**config.mk**
```make
export PLATFORM = sky130hd
export DESIGN_NAME = broadcast_frame_dedupe_filter
export DESIGN_NICKNAME = d
export VERILOG_FILES = /design/src/rtl/bfdf_pkg.sv /design/src/rtl/broadcast_frame_dedupe_filter.sv
export SDC_FILE = /design/constraint.sdc
export NUM_CORES = 1
export LEC_CHECK = 0
export ABC_CLOCK_PERIOD_IN_PS = 4300
export BUFFER_PORTS_ARGS = -buffer_cell sky130_fd_sc_hd__buf_2
export CAP_MARGIN = 0
export CORE_ASPECT_RATIO = 2
export CORE_UTILIZATION = 61
export DETAILED_ROUTE_END_ITERATION = 7
export MAX_ROUTING_LAYER = met4
export PLACE_DENSITY_LB_ADDON = 0.15
export SLEW_MARGIN = 25
export SYNTH_ARGS = -nofsm -noshare
export SYNTH_HDL_FRONTEND = slang
export SYNTH_SLANG_ARGS = --single-unit
export TNS_END_PERCENT = 20
```
**constraint.sdc**
```tcl
create_clock -name clk -period 4.3 [get_ports clk]
set_input_delay 0.215 -clock clk [delete_from_list [all_inputs] [get_ports clk]]
set_output_delay 0.215 -clock clk [all_outputs]
set_load 0.01 [all_outputs]
```
**src/rtl/bfdf_pkg.sv**
```systemverilog
`timescale 1ns / 1ps
// ----------------------------------------------------------------------------
// bfdf_pkg: shared types and constants for the broadcast frame dedupe filter
// Item and result layouts, verdict and register codes, cache sizing.
// ----------------------------------------------------------------------------
package bfdf_pkg;

	localparam int CACHE_DEPTH = 16;
	localparam int SLOT_W      = (CACHE_DEPTH > 1) ? $clog2(CACHE_DEPTH) : 1;
	localparam logic [SLOT_W-1:0] LAST_SLOT = SLOT_W'(CACHE_DEPTH - 1);

	localparam int CFG_IDX_W  = 3;
	localparam int CFG_DATA_W = 8;

	localparam logic [7:0] RST_FRAME_MAGIC     = 8'd0;
	localparam logic [7:0] RST_FRAME_VERSION   = 8'd1;
	localparam logic [7:0] RST_AUDIO_RAW_TYPE  = 8'd0;
	localparam logic [7:0] RST_AUDIO_OPUS_TYPE = 8'd1;
	localparam logic [7:0] RST_HEADER_BYTES    = 8'd16;
	localparam logic       RST_DELIVER_ENABLE  = 1'b0;

	typedef enum logic [CFG_IDX_W-1:0] {
		REG_FRAME_MAGIC     = 3'd0,
		REG_FRAME_VERSION   = 3'd1,
		REG_AUDIO_RAW_TYPE  = 3'd2,
		REG_AUDIO_OPUS_TYPE = 3'd3,
		REG_HEADER_BYTES    = 3'd4,
		REG_DELIVER_ENABLE  = 3'd5
	} cfg_reg_t;

	typedef enum logic [2:0] {
		VERDICT_SHORT    = 3'd0,
		VERDICT_BADHDR   = 3'd1,
		VERDICT_NOTAUDIO = 3'd2,
		VERDICT_DUP      = 3'd3,
		VERDICT_EXPIRED  = 3'd4,
		VERDICT_FORWARD  = 3'd5
	} verdict_t;

	typedef enum logic [1:0] {
		ST_IDLE,
		ST_SCAN,
		ST_DRAIN,
		ST_DECIDE
	} state_t;

	typedef struct packed {
		logic [10:0] frame_length;
		logic [7:0]  magic;
		logic [7:0]  version;
		logic [7:0]  frame_type;
		logic [7:0]  src_stream;
		logic [15:0] seq;
		logic [7:0]  ttl;
	} frame_in_t;

	typedef struct packed {
		logic [2:0] verdict;
		logic [7:0] new_ttl;
		logic       deliver;
	} result_t;

	typedef struct packed {
		logic [7:0]  src_stream;
		logic [15:0] seq;
	} cache_entry_t;

endpackage

```
**src/rtl/broadcast_frame_dedupe_filter.sv**
```systemverilog
`timescale 1ns / 1ps
// ----------------------------------------------------------------------------
// broadcast_frame_dedupe_filter
// Header checks and duplicate suppression over a round-robin cache of recent
// (stream, sequence) pairs, one cache entry compared per cycle.
// ----------------------------------------------------------------------------
//  channel   signals                           handshake
//  --------  --------------------------------  ------------------------------
//  item in   start, frame, busy                taken when start && !busy
//  result    done, result                      one-cycle strobe, no stall
//  config    cfg_we, cfg_index, cfg_data       written when cfg_we is high
//
//  An audio item that passes the header checks reads every cache entry in
//  turn, one cache read per cycle through the single comparator, then passes
//  a drain state and a decide state. Any other item goes straight to the
//  decide state. busy is low in the cycle that done is high. Reset returns
//  the configuration and control registers to their defaults and marks every
//  cache entry as zero; no clearing pass is needed. The receiver cannot stall.
// ----------------------------------------------------------------------------
module broadcast_frame_dedupe_filter (
	input  logic                                clk,
	input  logic                                arst_n,
	input  logic                                start,
	input  bfdf_pkg::frame_in_t                 frame,
	output logic                                busy,
	output logic                                done,
	output bfdf_pkg::result_t                   result,
	input  logic                                cfg_we,
	input  logic [bfdf_pkg::CFG_IDX_W-1:0]      cfg_index,
	input  logic [bfdf_pkg::CFG_DATA_W-1:0]     cfg_data
);
	import bfdf_pkg::*;

	// configuration
	logic [7:0] frame_magic_q;
	logic [7:0] frame_version_q;
	logic [7:0] audio_raw_type_q;
	logic [7:0] audio_opus_type_q;
	logic [7:0] header_bytes_q;
	logic       deliver_enable_q;

	// sequencer
	state_t      state_q, state_nxt;
	logic        accept;
	logic        rd_en;
	logic        decide;
	logic [SLOT_W-1:0] idx_q;
	logic [SLOT_W-1:0] slot_q;

	// item held for the scan
	cache_entry_t key_q;
	logic [7:0]   ttl_q;
	logic         pass_q;
	logic         len_gt_q;
	verdict_t     pre_verdict_q;
	logic         hit_q;

	// cache
	cache_entry_t cache_mem [CACHE_DEPTH];
	logic [CACHE_DEPTH-1:0] valid_q;
	cache_entry_t rd_data_q;
	logic         rd_valid_q;
	logic         rd_vld_s1;
	cache_entry_t entry;
	logic         match;
	logic         cache_wr;

	// early checks
	logic     pre_pass;
	verdict_t pre_verdict;
	verdict_t verdict;
	logic     forward;

	always_comb begin
		pre_pass    = 1'b0;
		pre_verdict = VERDICT_NOTAUDIO;
		if (frame.frame_length < {3'b000, header_bytes_q}) begin
			pre_verdict = VERDICT_SHORT;
		end else if (frame.magic != frame_magic_q || frame.version != frame_version_q) begin
			pre_verdict = VERDICT_BADHDR;
		end else if (frame.frame_type != audio_raw_type_q &&
				frame.frame_type != audio_opus_type_q) begin
			pre_verdict = VERDICT_NOTAUDIO;
		end else begin
			pre_pass = 1'b1;
		end
	end

	// next state
	always_comb begin
		state_nxt = state_q;
		case (state_q)
			ST_IDLE: begin
				if (start) begin
					state_nxt = pre_pass ? ST_SCAN : ST_DECIDE;
				end
			end
			ST_SCAN: begin
				if (idx_q == LAST_SLOT) begin
					state_nxt = ST_DRAIN;
				end
			end
			ST_DRAIN:  state_nxt = ST_DECIDE;
			ST_DECIDE: state_nxt = ST_IDLE;
			default:   state_nxt = ST_IDLE;
		endcase
	end

	// sequencer outputs
	always_comb begin
		busy   = 1'b1;
		accept = 1'b0;
		rd_en  = 1'b0;
		decide = 1'b0;
		case (state_q)
			ST_IDLE: begin
				busy   = 1'b0;
				accept = start;
			end
			ST_SCAN:   rd_en  = 1'b1;
			ST_DRAIN:  rd_en  = 1'b0;
			ST_DECIDE: decide = 1'b1;
			default:   busy   = 1'b1;
		endcase
	end

	// shared comparator: an entry never written reads as zero
	always_comb begin
		entry = rd_valid_q ? rd_data_q : '0;
		match = rd_vld_s1 && (entry == key_q);
	end

	always_comb begin
		if (!pass_q) begin
			verdict = pre_verdict_q;
		end else if (hit_q) begin
			verdict = VERDICT_DUP;
		end else if (ttl_q == 8'd0) begin
			verdict = VERDICT_EXPIRED;
		end else begin
			verdict = VERDICT_FORWARD;
		end
		forward  = (verdict == VERDICT_FORWARD);
		cache_wr = decide && pass_q && !hit_q;
	end

	always_ff @(posedge clk or negedge arst_n) begin
		if (!arst_n) begin
			frame_magic_q     <= RST_FRAME_MAGIC;
			frame_version_q   <= RST_FRAME_VERSION;
			audio_raw_type_q  <= RST_AUDIO_RAW_TYPE;
			audio_opus_type_q <= RST_AUDIO_OPUS_TYPE;
			header_bytes_q    <= RST_HEADER_BYTES;
			deliver_enable_q  <= RST_DELIVER_ENABLE;
		end else if (cfg_we) begin
			case (cfg_reg_t'(cfg_index))
				REG_FRAME_MAGIC:     frame_magic_q     <= cfg_data;
				REG_FRAME_VERSION:   frame_version_q   <= cfg_data;
				REG_AUDIO_RAW_TYPE:  audio_raw_type_q  <= cfg_data;
				REG_AUDIO_OPUS_TYPE: audio_opus_type_q <= cfg_data;
				REG_HEADER_BYTES:    header_bytes_q    <= cfg_data;
				REG_DELIVER_ENABLE:  deliver_enable_q  <= cfg_data[0];
				default: ;
			endcase
		end
	end

	always_ff @(posedge clk or negedge arst_n) begin
		if (!arst_n) begin
			state_q   <= ST_IDLE;
			idx_q     <= '0;
			slot_q    <= '0;
			hit_q     <= 1'b0;
			rd_vld_s1 <= 1'b0;
			valid_q   <= '0;
			done      <= 1'b0;
		end else begin
			state_q   <= state_nxt;
			rd_vld_s1 <= rd_en;
			done      <= decide;
			if (accept) begin
				idx_q <= '0;
				hit_q <= 1'b0;
			end else begin
				if (rd_en) begin
					idx_q <= idx_q + 1'b1;
				end
				if (match) begin
					hit_q <= 1'b1;
				end
			end
			if (cache_wr) begin
				valid_q[slot_q] <= 1'b1;
				slot_q <= (slot_q == LAST_SLOT) ? '0 : slot_q + 1'b1;
			end
		end
	end

	// hold the item for the scan
	always_ff @(posedge clk) begin
		if (accept) begin
			key_q.src_stream <= frame.src_stream;
			key_q.seq        <= frame.seq;
			ttl_q            <= frame.ttl;
			pass_q           <= pre_pass;
			pre_verdict_q    <= pre_verdict;
			len_gt_q         <= frame.frame_length > {3'b000, header_bytes_q};
		end
	end

	// cache memory, registered read
	always_ff @(posedge clk) begin
		if (cache_wr) begin
			cache_mem[slot_q] <= key_q;
		end
		if (rd_en) begin
			rd_data_q  <= cache_mem[idx_q];
			rd_valid_q <= valid_q[idx_q];
		end
	end

	always_ff @(posedge clk) begin
		if (decide) begin
			result.verdict <= verdict;
			result.new_ttl <= forward ? ttl_q - 8'd1 : ttl_q;
			result.deliver <= forward && deliver_enable_q && len_gt_q;
		end
	end

endmodule

```
==> flow_summary.ini <==
[timing]
maxClockFrequency_mhz = 372
whs_ns = 0.0324
setup_viol = 0
fin_ws_ns = 1.61
hold_viol_final = 0
finalCritPeriodShare = 0.626
tightest_slew_ns = 1.05
final.min_clock_period_ns = 2.69
clock_skew_ns = 0.0122
tns_ns = 0
final_max_slew_viol_count = 0
slew-limit-headroom = 0.301
rsz0062_at_grt = no

[floorplanning]
start_util = 0.618
die_h_um = 263
io_pins = 96
fp.coreArea_sq_um = 33500
die_area_sq_um = 34800
die_x_um = 132
row_count = 95

[grt]
grt_max_degree = 41
grt_busiest_layer = met2
use_met1 = 0.327
grt-ovfl-total = 0
met3_usage = 0.0334
grt_pass1_vias = 10948
grt_use_met2 = 0.505
antenna_found_initial = 0
grt.total_usage = 0.281
grt_pass1_wl_mm = 67.3

[yosys]
ys_warn_count = 0
ys_async_sr_fraction = 0.133
synthCells = 1015
synth-seq-area-share = 0.747
synth.most_common_cell = edfxtp_1
syn-num-nets = 1116
synth_common_cells = edfxtp_1 (457), mux4_2 (125), dfrtp_1 (67)
synth_ff_type = edfxtp_1
synth_area_sq_um = 20700
synth_top_cell_by_area = edfxtp_1
yosys.area.top_type_share = 0.662
ys_types = 52
synth_edf_count = 457
avgSynthCellArea_sq_um = 20.4
ys_top_cells_by_area = edfxtp_1 (66%), mux4_2 (14%), dfrtp_1 (8.1%)
ys_seq_elements = 527

[finish]
final_cells = 1653
final_core_util = 0.708
n_antenna_cell = 0
drive_gt1_frac = 0.316
syn_to_final_growth_pct = 14.4
finalNetCount = 1282

[setup_path]
worstPathArrival_ns = 2.88
path_class = reg -> reg
end_kind = flop
reg2reg_from = hit_q
crit_start = hit_q
worstPathRequired_ns = 4.49
crit_path_max_fanout = 25
cp-start-kind = flop
reg2reg_depth = 4

[place]
place.gp.congestion = 0.822
post-place-ws_ns = 1.57
dp_cells = 1529
dp_hpwl_mm = 28.7
io_buffers = 95

[clock_tree]
cts_resized = 0
clk_pin_slew_worst_paths_ns = 0.07
cts_setup_buffers = 0
h-tree-depth = 2
cts_tree = done
cts_hold_buf = 41
clock_sinks = 527
cts_root_buf = clkbuf_16
clock_latency_ns = 0.58
clk_path_buf_depth = 3
numCtsBuffers = 45

[hold_path]
hold_path_class = in -> reg
hold_depth = 3
hold_start = cfg_we

[detailed_routing]
wirelength_mm = 45.3
wl_per_cell_um = 27.4
vias_per_cell = 6.26
postRouteAntennaNets = 0
post-route-drc-count = 0
firstDrtPassIters = 5
vias = 10342
drt-initial-drc-count = 932

[flow_run]
drv_cap = 0

[status]
status = finished clean

[pwr]
ir_drop_v = 0.000409
cellLeakagePower_uw = 0.00805
pwr_density_cell_nw_per_um2 = 584
routing by layer:
metal | up-vias | routed length [um]
li1 | 4422 | -
met1 | 5461 | 16200
met2 | 366 | 25500
met3 | 93 | 2280
met4 | 0 | 1310
met5 | - | 0
sequential cells by signal, indices dropped and copies added (netlist names), 2 cells and up:
| register | cells |
|---|---|
| audio_opus_type_q | 8 |
| audio_raw_type_q | 8 |
| cache_mem | 384 |
| frame_magic_q | 8 |
| frame_version_q | 8 |
| header_bytes_q | 8 |
| idx_q | 4 |
| key_q | 24 |
| pre_verdict_q | 2 |
| rd_data_q | 24 |
| result | 12 |
| slot_q | 4 |
| state_q | 2 |
| ttl_q | 8 |
| valid_q | 16 |
kinds of logic (layout without fill, tap and decap cells):
family          Yosys count  after routing  synth area share
compound gates           58             58            0.0185
xor+xnor                 48             48            0.0203
fa+ha+maj                19             19            0.0115
buf+inv                  66            268            0.0129
flops                   527            527             0.747
mux                     162            162             0.156
simple gates            135            135            0.0340
path summary, 6_finish.rpt:
| kind | to | slack (ns) |
|---|---|---|
| setup reg to reg | cache_mem[7][0] | 1.61 |
| min in group asynchronous | frame_magic_q[7] | 0.17 |
| hold / removal | deliver_enable_q | 0.03 |
| setup / recovery | cache_mem[7][0] | 1.61 |
| hold reg to reg | valid_q[14] | 0.46 |
| max in group asynchronous | idx_q[1] | 3.17 |
final cells by class:
class                      count  area [sq um]
multi-input combinational    422          5090
clock buffer                  57          1220
timing repair buffer         155          1060
sequential                   527         15500
tap                          436           546
fill                        2125          9800
inverter                      30           114
clock inverter                26           195
critical path, cell delays in order (launching register included):
cell     delay [ns]
dfrtp_1        0.47
nor2b_1        0.31
and2_1         0.32
nand2_1        0.30
nor2_4         0.87
power breakdown:
part | internal [uW] | leakage (uW) | total [uW] | switching (uW)
Clock | 2150 | 0.000687 | 3970 | 1820
Sequential | 6300 | 0.00498 | 7000 | 707
Combinational | 1540 | 0.00238 | 2890 | 1340
Total | 9990 | 0.00805 | 13900 | 3870
through the flow:
stage	total power, uW	instance area, sq um
after floorplan	8900	20700
after global placement	9900	21900
after detailed placement	10000	21900
after CTS	13900	23700
after global routing	14300	23700
final	13900	23700
layout by cell type, fill, tap and decap left out, drive strengths merged, types with 10 or more instances in the layout:
cell type and n:
nand2 27, nor4 15, nand3 11, clkinv 18
edfxtp 457, o21ai 19, xnor2 10, or2 17
ha 19, mux2 36, dlygate4sd3 41, xor2 38
dfrtp 67, inv 32, buf 114, nor2 34
mux4 125, clkbuf 57
Note: power is estimated with default switching activity, not from simulation.
